$ cat src/rtl/hbs_pkg.sv
// Package for the 3D binary-search-binning histogram.
// Holds command and register codes, stream field offsets and sizing helpers.
// No dependencies; every other file imports it.
package hbs_pkg;

    localparam int MAX_EDGES_DEF   = 17;
    localparam int COUNT_WIDTH_DEF = 32;

    localparam logic [4:0] EDGES_USED_RESET = 5'd17;

    typedef enum logic [1:0] {
        CMD_LOAD   = 2'd0,
        CMD_SAMPLE = 2'd1,
        CMD_READ   = 2'd2,
        CMD_CLEAR  = 2'd3
    } cmd_t;

    localparam logic [1:0] AXIS_X = 2'd0;
    localparam logic [1:0] AXIS_Y = 2'd1;
    localparam logic [1:0] AXIS_Z = 2'd2;

    localparam logic [1:0] CFG_EDGES_X = 2'd0;
    localparam logic [1:0] CFG_EDGES_Y = 2'd1;
    localparam logic [1:0] CFG_EDGES_Z = 2'd2;

    // Input stream payload layout, lowest bit first.
    localparam int S_TDATA_W  = 152;
    localparam int OFS_AXIS   = 0;
    localparam int OFS_SLOT   = 2;
    localparam int OFS_EVAL   = 7;
    localparam int OFS_SX     = 39;
    localparam int OFS_SY     = 71;
    localparam int OFS_SZ     = 103;
    localparam int OFS_RBX    = 135;
    localparam int OFS_RBY    = 139;
    localparam int OFS_RBZ    = 143;

    // Output stream payload layout, lowest bit first.
    localparam int M_TDATA_W  = 48;

    // Address width for a store of n entries, never below one bit.
    function automatic int bits_for(input int n);
        int w;
        w = $clog2(n);
        return (w < 1) ? 1 : w;
    endfunction

    typedef struct packed {
        logic capture;
        logic edge_we;
        logic scan_step;
        logic calc;
        logic cnt_upd;
        logic clr_step;
        logic out_load;
    } hbs_ctl_t;

    typedef struct packed {
        logic scan_last;
        logic clr_last;
    } hbs_sts_t;

endpackage

$ cat src/rtl/hbs_ctrl.sv
// Controller of the histogram: sequences edge loads, the edge scan, the
// count read-modify-write, the clearing sweep and the output register.
// Depends on hbs_pkg.
module hbs_ctrl import hbs_pkg::*; (
    input  logic     clk,
    input  logic     rst_n,
    input  logic     s_tvalid,
    input  cmd_t     s_cmd,
    output logic     s_tready,
    output logic     m_tvalid,
    input  logic     m_tready,
    input  hbs_sts_t sts,
    output hbs_ctl_t ctl
);

    typedef enum logic [9:0] {
        ST_INIT  = 10'b00_0000_0001,
        ST_IDLE  = 10'b00_0000_0010,
        ST_LOAD  = 10'b00_0000_0100,
        ST_SCAN  = 10'b00_0000_1000,
        ST_DRAIN = 10'b00_0001_0000,
        ST_CALC  = 10'b00_0010_0000,
        ST_RD    = 10'b00_0100_0000,
        ST_UPD   = 10'b00_1000_0000,
        ST_CLR   = 10'b01_0000_0000,
        ST_DONE  = 10'b10_0000_0000
    } state_t;

    state_t state_reg;
    state_t state_next;
    logic   out_valid_reg;
    logic   out_valid_next;

    always_comb
    begin
        state_next = state_reg;
        ctl        = '0;
        unique case (state_reg)
            ST_INIT:
            begin
                ctl.clr_step = 1'b1;
                if (sts.clr_last)
                begin
                    state_next = ST_IDLE;
                end
            end
            ST_IDLE:
            begin
                if (s_tvalid)
                begin
                    ctl.capture = 1'b1;
                    unique case (s_cmd)
                        CMD_LOAD:   state_next = ST_LOAD;
                        CMD_SAMPLE: state_next = ST_SCAN;
                        CMD_READ:   state_next = ST_CALC;
                        CMD_CLEAR:  state_next = ST_CLR;
                        default:    state_next = ST_IDLE;
                    endcase
                end
            end
            ST_LOAD:
            begin
                ctl.edge_we = 1'b1;
                state_next  = ST_DONE;
            end
            ST_SCAN:
            begin
                ctl.scan_step = 1'b1;
                if (sts.scan_last)
                begin
                    state_next = ST_DRAIN;
                end
            end
            ST_DRAIN:
            begin
                state_next = ST_CALC;
            end
            ST_CALC:
            begin
                ctl.calc   = 1'b1;
                state_next = ST_RD;
            end
            ST_RD:
            begin
                state_next = ST_UPD;
            end
            ST_UPD:
            begin
                ctl.cnt_upd = 1'b1;
                state_next  = ST_DONE;
            end
            ST_CLR:
            begin
                ctl.clr_step = 1'b1;
                if (sts.clr_last)
                begin
                    state_next = ST_DONE;
                end
            end
            ST_DONE:
            begin
                if (!out_valid_reg || m_tready)
                begin
                    ctl.out_load = 1'b1;
                    state_next   = ST_IDLE;
                end
            end
            default:
            begin
                state_next = ST_INIT;
            end
        endcase
    end

    always_comb
    begin
        out_valid_next = out_valid_reg;
        if (ctl.out_load)
        begin
            out_valid_next = 1'b1;
        end
        else if (m_tready)
        begin
            out_valid_next = 1'b0;
        end
    end

    always_ff @(posedge clk or negedge rst_n)
    begin
        if (!rst_n)
        begin
            state_reg     <= ST_INIT;
            out_valid_reg <= 1'b0;
        end
        else
        begin
            state_reg     <= state_next;
            out_valid_reg <= out_valid_next;
        end
    end

    assign s_tready = (state_reg == ST_IDLE);
    assign m_tvalid = out_valid_reg;

endmodule

$ cat config.mk
export PLATFORM = sky130hd
export DESIGN_NAME = hbs_ctrl
export DESIGN_NICKNAME = d
export VERILOG_FILES = /design/src/rtl/hbs_pkg.sv /design/src/rtl/hbs_ctrl.sv
export SDC_FILE = /design/constraint.sdc
export NUM_CORES = 1
export LEC_CHECK = 0
export BUFFER_PORTS_ARGS = -buffer_cell sky130_fd_sc_hd__buf_2
export CAP_MARGIN = 20
export CORE_ASPECT_RATIO = 0.75
export CORE_UTILIZATION = 35
export CTS_BUF_LIST = sky130_fd_sc_hd__clkbuf_8 sky130_fd_sc_hd__clkbuf_16
export DETAILED_ROUTE_END_ITERATION = 12
export GPL_TIMING_DRIVEN = 0
export PLACE_DENSITY = 0.53
export SLEW_MARGIN = 20
export SYNTH_ARGS = -nofsm -noshare
export SYNTH_HDL_FRONTEND = slang
export SYNTH_SLANG_ARGS = --single-unit
$ cat constraint.sdc
create_clock -name clk -period 5.5 [get_ports clk]
set_input_delay 0.275 -clock clk [delete_from_list [all_inputs] [get_ports clk]]
set_output_delay 0.275 -clock clk [all_outputs]
set_load 0.01 [all_outputs]
* Word-level counts from Yosys, hierarchy flattened
Index checks and enable logic that the tools add are counted.
** Word-level totals
- Flip-flop bits (word level) :: 11
- Output and inout bits :: 9
- Logic and storage cells :: 45
** Operators by class
- Equal/unequal tests :: 18
- Mux-type cells :: 18
- Reduce and logical (&&, ||, !) cells :: 7
** Operators by type and width (count)
- 10-bit case mux with 9 select lines :: 1
- 10-bit 2-to-1 mux :: 5
- 10-bit case mux with 4 select lines :: 1
- 1-bit 2-to-1 mux :: 11
- 10-bit by 1-bit == test with 1-bit output (second input constant) :: 1
- 10-bit == test (second input constant) :: 1
- 10-bit by 2-bit == test with 1-bit output (second input constant) :: 1
- 10-bit by 3-bit == test with 1-bit output (second input constant) :: 1
- 10-bit by 4-bit == test with 1-bit output (second input constant) :: 1
- 10-bit by 5-bit == test with 1-bit output (second input constant) :: 1
- 10-bit by 6-bit == test with 1-bit output (second input constant) :: 1
- 10-bit by 7-bit == test with 1-bit output (second input constant) :: 1
- 10-bit by 8-bit == test with 1-bit output (second input constant) :: 1
- 10-bit by 9-bit == test with 1-bit output (second input constant) :: 1
- 2-bit inequality test (second input constant) :: 5
- 5-bit AND reduction :: 1
- 2-bit == test (second input constant) :: 2
- 2-bit OR reduction :: 2
- 2-bit by 1-bit == test with 1-bit output (second input constant) :: 1
- 2-bit logical NOT :: 1
- 2-bit nonzero test :: 1
- 1-bit logical NOT :: 1
- 1-bit logical OR :: 1

* Logic depth before layout (Yosys ltp)
Gate-level depths: netlist of run 1.
- Word-level depth :: 5
- Gate-level depth with buffers :: 6

* Least setup slack after synthesis of run 1
OpenSTA, ideal clock, no wires.
- Path type :: register -> output
- From :: register state_reg[5]
- To :: output port ctl[0] (netlist bit)
- Arrival time :: 2.205 ns
- Data required time :: 5.225 ns
- Path slack :: 3.020 ns
- Cell stages (with the launch flop) :: 7
- Path buffers :: 2
- Cells stage by stage :: dfrtp_1 or4_1 buf_2 or4_4 or4b_4 a21oi_2 buf_4
** RTL lines
- start, declared :: RTL line hbs_ctrl.sv:29 : state_t state_reg;
- start signal, assigned :: RTL line hbs_ctrl.sv:137 : state_reg <= state_next;
- end, declared :: RTL line hbs_ctrl.sv:13 : output hbs_ctl_t ctl

==> reports/qor.yml, run 1 <==
synth:
  synth_nets: 91
  ys_warn_count: 0
  synth.distinct_cells: 36
  ys_seq_area_frac: 0.377
  postSynthCellCount: 83
  synthArstFlopShare: 1.00
  ys.flop_type: "dfrtp_1"
  synth_area_per_cell_um2: 8.83
  ys_ff_latch: 11
  synth_area_um2: 733
  synth_edf_count: 0
clock_tree:
  htree_levels: 1
  root_buffer: "clkbuf_8"
  insertion_delay_ns: 0.24
  tritoncts: "built"
  cts_buffers: 3
  cts_setup_buffers: 0
  clockBufferDepth: 2
  clock-sinks: 11
  clkSlewWorstSetupHoldPaths_ns: 0.05
finish:
  fillers: 191
  area_growth_pct: 22.2
  finalNonFillerCells: 126
  layout-drive-gt1-share: 0.260
  fin_util: 0.483
  final_nets: 113
  antenna_cells: 0
  final_cell_mix: "buf_2 (17), dfrtp_1 (10), nor4_1 (7), inv_1 (6)"
  layout_commonest_cell: "buf_2"
  largest_reg_flops: 10
timing:
  finalClockSkew_ns: 0.00663
  setup_viol: 0
  slew_headroom: 0.671
  worstMarginPinSlew_ns: 0.487
  layout_setup_ws_ns: 2.58
  timing.final.crit_share: 0.530
  rsz0062_at_grt: "false"
  worst_hold_slack_ns: 0.233
  slew_violations: 0
  fin_tns_setup_ns: 0
  fmax_mhz: 343
  hold_viol_final: 0
  min_period_ns: 2.92
placement:
  globalplace.congestion: 0.800
  dp_hpwl_um: 1240
  dp_cells: 121
  io_buffers: 16
  dp_slack_ns: 2.85
drt:
  drtPass1Iterations: 4
  drtAntennaViolNets: 0
  drc: 0
  drtIter0Drc: 21
  finalWirelength_um: 1690
  wire_per_inst_um: 13.4
  avgViaCountPerCell: 5.52
  via_count: 695
floorplanning:
  dieArea_um2: 2280
  core-area_um2: 1850
  start_util: 0.395
  io_pins: 17
  rows: 13
  die_h_um: 41.6
  die_w_um: 54.9
setup_path:
  crit_required_ns: 5.22
  cp-start-kind: "flip-flop"
  endpoint_kind: "output port"
  cp_data_arrival_time_ns: 2.64
  crit_fanout: 7
  critical_path_class: "flip-flop to output port"
global_route:
  grt_util_all_layers: 0.177
  first_global_vias: 611
  grt_pass1_wl_um: 2860
  antenna_found_initial: 0
  grt_overflow: 0
  grt_max_degree: 12
pwr:
  p_leak_nw: 0.425
  vdd_ir_drop_max_mv: 0.158
  p_per_area_nw_per_um2: 371
run_status:
  status: "finished clean"
job:
  cap_violations: 0
worst_hold_path:
  hold_path.class: "input port to flip-flop"
-- worst max-delay path, stage by stage (launching register included) --
cell     delay, ns
dfrtp_1       0.43
or4_1         0.53
buf_2         0.18
or4_4         0.43
or4b_4        0.51
a21oi_2       0.11
buf_4         0.10
buf_2         0.11
-- final timing paths --
kind,start,slack [ns],end,cells after the start
min reg2reg,state_reg[6],0.57,state_reg[7],2
max,state_reg[5],2.58,ctl[0],7
min,s_cmd[0],0.23,state_reg[2],2
max in group asynchronous,rst_n,4.80,state_reg[0],2
min in group asynchronous,rst_n,0.43,state_reg[7],2
max reg2reg,state_reg[9],3.09,state_reg[9],6
-- routing by layer --
layer  track usage  wire length (µm)
met5             0                 0
met3        0.0549                91
met1         0.283               904
met2         0.214               681
met4        0.0615                17
-- final cells by class --
cell class	instances	area, µm²	share of cell area
Multi-Input combinational cell	60	407	0.454
Sequential cell	11	277	0.309
Timing Repair Buffer	17	90.1	0.101
Clock buffer	3	41.3	0.0461
Buffer	7	31.3	0.0349
Tap cell	22	27.5	0.0307
Inverter	5	18.8	0.0209
Clock inverter	1	3.75	0.00419
-- power by group --
part / leakage (nW) / switching (W) / total, W / internal [W]
logic: 0.250 / 0.0000898 / 0.000154 / 0.0000638
registers: 0.148 / 0.00000479 / 0.0000989 / 0.0000941
clock network: 0.0269 / 0.0000309 / 0.0000799 / 0.0000490
-- metrics by stage --
stage	area [µm²]	total power, W
after floorplan	733	0.000215
after global placement	841	0.000252
after detailed placement	841	0.000251
after CTS	896	0.000333
after global routing	896	0.000359
final	896	0.000332
-- kinds of logic after synthesis --
family	count (synthesis)	share of synthesized area
buf+inv	12	0.0683
flops	11	0.377
simple gates	41	0.375
compound gates	14	0.119
xor+xnor	5	0.0597
-- timing repair --
action | CTS | global route
hold endpoints to repair | 10 | 0
resized for setup | 0 | 0
hold buffers | 1 | 0
-- cells in the mapped netlist, drive strengths merged, types with 2 or more instances --
cell type | number | share of area
nand2 | 4 | 0.020
nor3 | 5 | 0.034
clkbuf | 5 | 0.026
nor4 | 8 | 0.077
inv | 5 | 0.026
or4 | 3 | 0.036
nor4bb | 3 | 0.041
nor2 | 4 | 0.020
and3b | 2 | 0.024
dfrtp | 10 | 0.34
o21ai | 5 | 0.034
buf | 2 | 0.017
nand3b | 2 | 0.020
xnor2 | 4 | 0.048
a21oi | 4 | 0.032
Note: power is estimated with default switching activity, not from simulation.
==> run 2, diff against run 1 <==
Settings changed: ABC_AREA from default to 1, PLACE_DENSITY 0.53 to 0.52.
Clock period 5.5 ns to 3.05 ns, I/O delays scaled along.
==> reports/qor.yml, run 2 <==
pwr:
  p_sw_w: 0.000321  # was 0.000125 W
  p_total_w: 0.000717  # was 0.000332 W
  swShare: 0.448  # was 0.377
  clkPwrFrac: 0.203  # was 0.240
  comb_power_share: 0.519  # was 0.462
  p_int_w: 0.000396  # was 0.000207 W
  p_per_area_nw_per_um2: 676  # was 371 nW/µm²
  seqPwrFrac: 0.278  # was 0.298
  p_leak_nw: 0.662  # was 0.425 nW
  vdd_ir_drop_max_mv: 0.243  # was 0.158 mV
global_route:
  grt_util_all_layers: 0.172  # was 0.177
  grt_pass1_wl_um: 3370  # was 2860 µm
  grt_max_degree: 12  # unchanged
  first_global_vias: 688  # was 611
  grt_overflow: 0  # unchanged
  antenna_found_initial: 0  # unchanged
setup_path:
  crit_fanout: 4  # was 7
  regToRegSetupSlack_ns: 1.53  # was 3.09 ns
  endpoint_kind: "output port"  # unchanged
  crit_required_ns: 2.90  # was 5.22 ns
  critPathTopFamily: "simple AND/OR/NAND/NOR gates"  # unchanged
  cp-start-kind: "flip-flop"  # unchanged
  cpMaxStageDelayCell: "dfrtp_1"  # was or4_1
  critical_path_class: "flip-flop to output port"  # unchanged
  crit_path_max_incr_delay_ns: 0.41  # was 0.53 ns
  cp_data_arrival_time_ns: 1.58  # was 2.64 ns
  path_cells: "nor2_2 > nand2_2 > nor2_1 > nand3_1 > nor3_1 > buf_2"  # was or4_1 > buf_2 > or4_4 > or4b_4 > a21oi_2 > buf_4 > buf_2
  cp_num_buf_inv: 1  # was 3
timing:
  fin_tns_setup_ns: 0  # unchanged
  slew_violations: 0  # unchanged
  fmax_mhz: 577
  timing.final.crit_share: 0.568
  hold_viol_final: 0  # unchanged
  min_period_ns: 1.73
  finalClockSkew_ns: 0.00196  # was 0.00663 ns
  slew_headroom: 0.824  # was 0.671
  setup_viol: 0  # unchanged
  rsz0062_at_grt: "false"  # unchanged
  worstMarginPinSlew_ns: 0.264  # was 0.487 ns
drt:
  via_count: 853  # was 695
  drtAntennaViolNets: 0  # unchanged
  drc: 0  # unchanged
  avgViaCountPerCell: 4.37  # was 5.52
  finalWirelength_um: 2070  # was 1690 µm
  drtIter0Drc: 40  # was 21
  drtPass1Iterations: 4  # unchanged
  wire_per_inst_um: 10.6  # was 13.4 µm
floorplanning:
  io_pins: 17  # unchanged
  start_util: 0.377  # was 0.395
  die_h_um: 45.5  # was 41.6 µm
  rows: 15  # was 13
  core-area_um2: 2350  # was 1850 µm²
  die_w_um: 60.0  # was 54.9 µm
  dieArea_um2: 2730  # was 2280 µm²
clock_tree:
  cts_buffers: 3  # unchanged
  clkSlewWorstSetupHoldPaths_ns: 0.05  # about the same
  insertion_delay_ns: 0.24  # about the same
  clockBufferDepth: 2  # unchanged
  tritoncts: "built"  # unchanged
  cts_setup_buffers: 0  # unchanged
  clock-sinks: 11  # unchanged
  cts_resized: 0  # unchanged
  cts_hold_buf: 1  # unchanged
  htree_levels: 1  # unchanged
  root_buffer: "clkbuf_8"  # unchanged
synth:
  postSynthCellCount: 140  # was 83
  synth_nets: 148  # was 91
  ys_warn_count: 0  # unchanged
  synth.distinct_cells: 18  # was 36
  yosys.cell_count.top_type: "nand2_1"  # was dfrtp_1
  synthArstFlopShare: 1.00  # unchanged
  ys.flop_type: "dfrtp_1"  # unchanged
  synth_area_per_cell_um2: 6.31  # was 8.83 µm²
  synth_edf_count: 0  # unchanged
  ys_ff_latch: 11  # unchanged
  ys_seq_area_frac: 0.313  # was 0.377
  yosys.area.top_type_share: 0.283  # was 0.341
  synth_area_leader_cell: "dfrtp_1"  # unchanged
  synth_area_um2: 883  # was 733 µm²
  synth_area_leaders: "dfrtp_1 (28%), nand2_1 (14%), inv_1 (11%)"  # was dfrtp_1 (34%), nor4_1 (6.0%), xnor2_1 (4.8%)
  synthTopCellsByCount: "nand2_1 (34), inv_1 (27), nor2_1 (27)"  # was dfrtp_1 (10), nor4_1 (7)
finish:
  fin_util: 0.452  # was 0.483
  final_cell_mix: "nand2_1 (34), inv_1 (28), nor2_1 (27), buf_2 (16)"  # was buf_2 (17), dfrtp_1 (10), nor4_1 (7), inv_1 (6)
  area_growth_pct: 20.1  # was 22.2%
  layout_commonest_cell: "nand2_1"  # was buf_2
  layout-drive-gt1-share: 0.242  # was 0.260
  final_nets: 170  # was 113
  antenna_cells: 0  # unchanged
  largest_reg_flops: 10  # unchanged
run_status:
  status: "finished clean"  # unchanged
placement:
  globalplace.congestion: 0.823  # was 0.800
  dp_hpwl_um: 1690  # was 1240 µm
  io_buffers: 16  # unchanged
worst_hold_path:
  hold_path.class: "input port to flip-flop"  # unchanged
job:
  cap_violations: 0  # unchanged
## run 2: cell count changes after synthesis, sizes merged, moves of 5 or more
| cell | change |
|---|---|
| nand2 | +36 |
| nor2 | +33 |
| inv | +23 |
| nand3 | +10 |
| clkbuf | -5 |
| nor4 | -8 |
## run 2: stage by stage
| stage | instance area, µm² | instances | setup slack (ns) | hold slack (ns) |
|---|---|---|---|---|
| 3_3_place_gp | 1010 | 190 | 1.54 | 0.0419 |
| 4_1_cts | 1060 | 195 | 1.31 | 0.104 |
| 5_1_grt | 1060 | 195 | 1.14 | 0.127 |
| 2_1_floorplan | 883 | 140 | 1.70 | -0.143 |
| 3_5_place_dp | 1010 | 190 | 1.54 | 0.0432 |
| 6_report | 1060 | 195 | 1.32 | 0.0987 |
## run 2: cell families (layout without fill, tap and decap cells)
group                  count (synthesis)  count (layout)  share of synthesized area
and+or+nand+nor                       96              96                      0.537
DFF                                   11              11                      0.313
buffers and inverters                 29              50                      0.127
AOI/OAI and AO/OA                      4               4                     0.0227
## run 2: power groups by stage
stage	Sequential, W	Clock (W)	Combinational (W)
final	0.000199	0.000145	0.000372
after global routing	0.000202	0.000159	0.000423
after CTS	0.000199	0.000148	0.000376
after detailed placement	0.000201	0	0.000372
after global placement	0.000199	0	0.000373
after floorplan	0.000198	0	0.000278
## run 2: routing by layer
layer  share of wire  wire length [µm]  track usage  vias up
li1                -                 -            -      464
met1            0.55              1140        0.289      362
met2            0.39               808        0.218       25
met3           0.051               105       0.0256        2
met4          0.0068                14       0.0419        0
met5               0                 0            0        -
## run 2: final cells by class
class / count / area [µm²]
buffer: 1 / 7.51
multi-input combinational: 100 / 494
inverter: 28 / 105
timing repair buffer: 17 / 90.1
clock inverter: 1 / 3.75
sequential: 11 / 277
fill: 244 / 1280
tap: 34 / 42.5
clock buffer: 3 / 41.3
## run 2: path summary, 6_finish.rpt
check / startpoint / end / cells after the start
setup / recovery: state_reg[3] / ctl[3] / 6
hold / removal: m_tready / m_tvalid / 2
setup reg to reg: state_reg[5] / state_reg[9] / 10
hold reg to reg: state_reg[4] / state_reg[6] / 1
max in group asynchronous: rst_n / state_reg[0] / 2
min in group asynchronous: rst_n / m_tvalid / 2
## run 2: worst register-to-register path, stage by stage, from the launching register on
cell,delay (ns)
dfrtp_1,0.43
nor2_4,0.23
nand2_4,0.09
nor2_4,0.13
nand2_2,0.12
nor2_4,0.12
inv_2,0.05
nand3_2,0.09
nand2_1,0.06
nand2_1,0.06
inv_1,0.03
==> run 3, diff against run 2 <==
Settings changed: ABC_AREA 1 to 0, PLACE_DENSITY 0.52 to 0.53.
Clock period 3.05 ns to 1.6 ns, I/O delays scaled along.
==> reports/qor.yml, run 3 (synthesis results as in run 1) <==
placement:
  globalplace.congestion: 0.761  # was 0.823
  dp_hpwl_um: 1300  # was 1690 µm
  io_buffers: 16  # unchanged
  dp_cells: 121  # was 190
  dp_slack_ns: -0.870  # was 1.54 ns
finish:
  fillers: 173  # was 244
  register_area_um2: 282  # was 277 µm²
  finalNonFillerCells: 137  # was 195
  largest_reg_flops: 10  # unchanged
  layout-drive-gt1-share: 0.539  # was 0.242
  antenna_cells: 0  # unchanged
  final_cell_mix: "buf_2 (13), buf_4 (13), inv_1 (6), dfrtp_1 (6), buf_6 (6)"  # was nand2_1 (34), inv_1 (28), nor2_1 (27), buf_2 (16)
  multi_input_area_um2: 529  # was 494 µm²
  fin_util: 0.627  # was 0.452
  final_nets: 124  # was 170
  area_growth_pct: 58.5  # was 20.1%
floorplanning:
  core-area_um2: 1850  # was 2350 µm²
  die_w_um: 54.9  # was 60.0 µm
  start_util: 0.395  # was 0.377
  dieArea_um2: 2280  # was 2730 µm²
  rows: 13  # was 15
  die_h_um: 41.6  # was 45.5 µm
  io_pins: 17  # unchanged
global_route:
  grt_util_all_layers: 0.208  # was 0.172
  antenna_found_initial: 0  # unchanged
  first_global_vias: 705  # was 688
  grt_max_degree: 12  # unchanged
  grt_pass1_wl_um: 3370  # unchanged
  grt_overflow: 0  # unchanged
drt:
  drc: 0  # unchanged
  drtAntennaViolNets: 0  # unchanged
  finalWirelength_um: 2130  # was 2070 µm
  drtIter0Drc: 16  # was 40
  drtPass1Iterations: 4  # unchanged
  avgViaCountPerCell: 5.62  # was 4.37
  via_count: 770  # was 853
  wire_per_inst_um: 15.5  # was 10.6 µm
timing:
  setup_viol: 18  # was 0
  slew_violations: 0  # unchanged
  slew_headroom: 0.719  # was 0.824
  fmax_mhz: 396
  finalClockSkew_ns: 0.00244  # was 0.00196 ns
  worstMarginPinSlew_ns: 0.417  # was 0.264 ns
  layout_setup_ws_ns: -0.923  # was 1.32 ns
  min_period_ns: 2.52
  rsz0062_at_grt: "true"  # was false
  hold_viol_final: 0  # unchanged
  fin_tns_setup_ns: -7.49  # was 0 ns
  timing.final.crit_share: 1.58
clock_tree:
  clkSlewWorstSetupHoldPaths_ns: 0.05  # about the same
  insertion_delay_ns: 0.24  # about the same
  tritoncts: "built"  # unchanged
  clock-sinks: 11  # unchanged
  clockBufferDepth: 2  # unchanged
  root_buffer: "clkbuf_8"  # unchanged
  cts_buffers: 3  # unchanged
  htree_levels: 1  # unchanged
setup_path:
  crit_required_ns: 1.52  # was 2.90 ns
  cp_data_arrival_time_ns: 2.44  # was 1.58 ns
  endpoint_kind: "output port"  # unchanged
  critical_path_class: "flip-flop to output port"  # unchanged
  crit_fanout: 2  # was 4
  cp-start-kind: "flip-flop"  # unchanged
run_status:
  status: "finished, violations left"  # was finished clean
  violations: "setup timing"
job:
  cap_violations: 0  # unchanged
pwr:
  vdd_ir_drop_max_mv: 0.865  # was 0.243 mV
  p_total_w: 0.00151  # was 0.000717 W
  p_per_area_nw_per_um2: 1300  # was 676 nW/µm²
  p_leak_nw: 0.521  # was 0.662 nW
worst_hold_path:
  hold_path.class: "input port to flip-flop"  # unchanged
==> run 3: worst max-delay path: stages (launching register included) <==
cell	delay, ns
dfrtp_1	0.40
or4_4	0.56
or4_4	0.43
or4b_4	0.56
a21oi_2	0.14
buf_6	0.12
==> run 3: power breakdown <==
| group | total [W] | internal [W] | switching, W |
|---|---|---|---|
| clock | 0.000281 | 0.000169 | 0.000112 |
| combinational | 0.000801 | 0.000461 | 0.000339 |
| sequential | 0.000430 | 0.000329 | 0.000101 |
| total | 0.00151 | 0.000960 | 0.000553 |
==> run 3: repair_timing <==
| item | CTS | global route |
|---|---|---|
| hold buffers | 1 | 0 |
| setup endpoints to repair | 18 | 18 |
| gates cloned | 0 | 0 |
| gates resized for setup | 26 | 13 |
| buffers inserted | 10 | 7 |
| endpoints found under the hold margin | 11 | 0 |
| pin swaps | 9 | 7 |
==> run 3: path summary, 6_finish.rpt <==
path	start	end	slack (ns)	cells past startpoint
max reg2reg	state_reg[5]	m_tvalid	-0.60	5
max in group asynchronous	rst_n	state_reg[0]	1.10	2
max	state_reg[5]	ctl[0]	-0.92	5
min reg2reg	m_tvalid	m_tvalid	0.58	2
min in group asynchronous	rst_n	state_reg[4]	0.24	2
min	m_tready	m_tvalid	0.02	2
==> run 3: area by class of cell <==
cell class,instances,area share
sequential,11,0.242
multi-input combinational,60,0.455
clock buffer,3,0.0355
buffer,1,0.00431
timing repair buffer,34,0.220
inverter,5,0.0161
tap,22,0.0237
clock inverter,1,0.00323
==> run 3: stage by stage <==
stage | cell area (µm²) | hold slack, ns
floorplan | 754 | -0.216
global placement | 862 | -0.0335
detailed placement | 862 | -0.0341
CTS | 1070 | 0.0297
global route | 1160 | 0.0327
finish | 1160 | 0.0238
==> run 3: layer usage <==
layer	wire [µm]	global-route usage
met3	67	0.0769
met4	0	0.0154
met2	1090	0.337
met5	0	0
met1	976	0.270
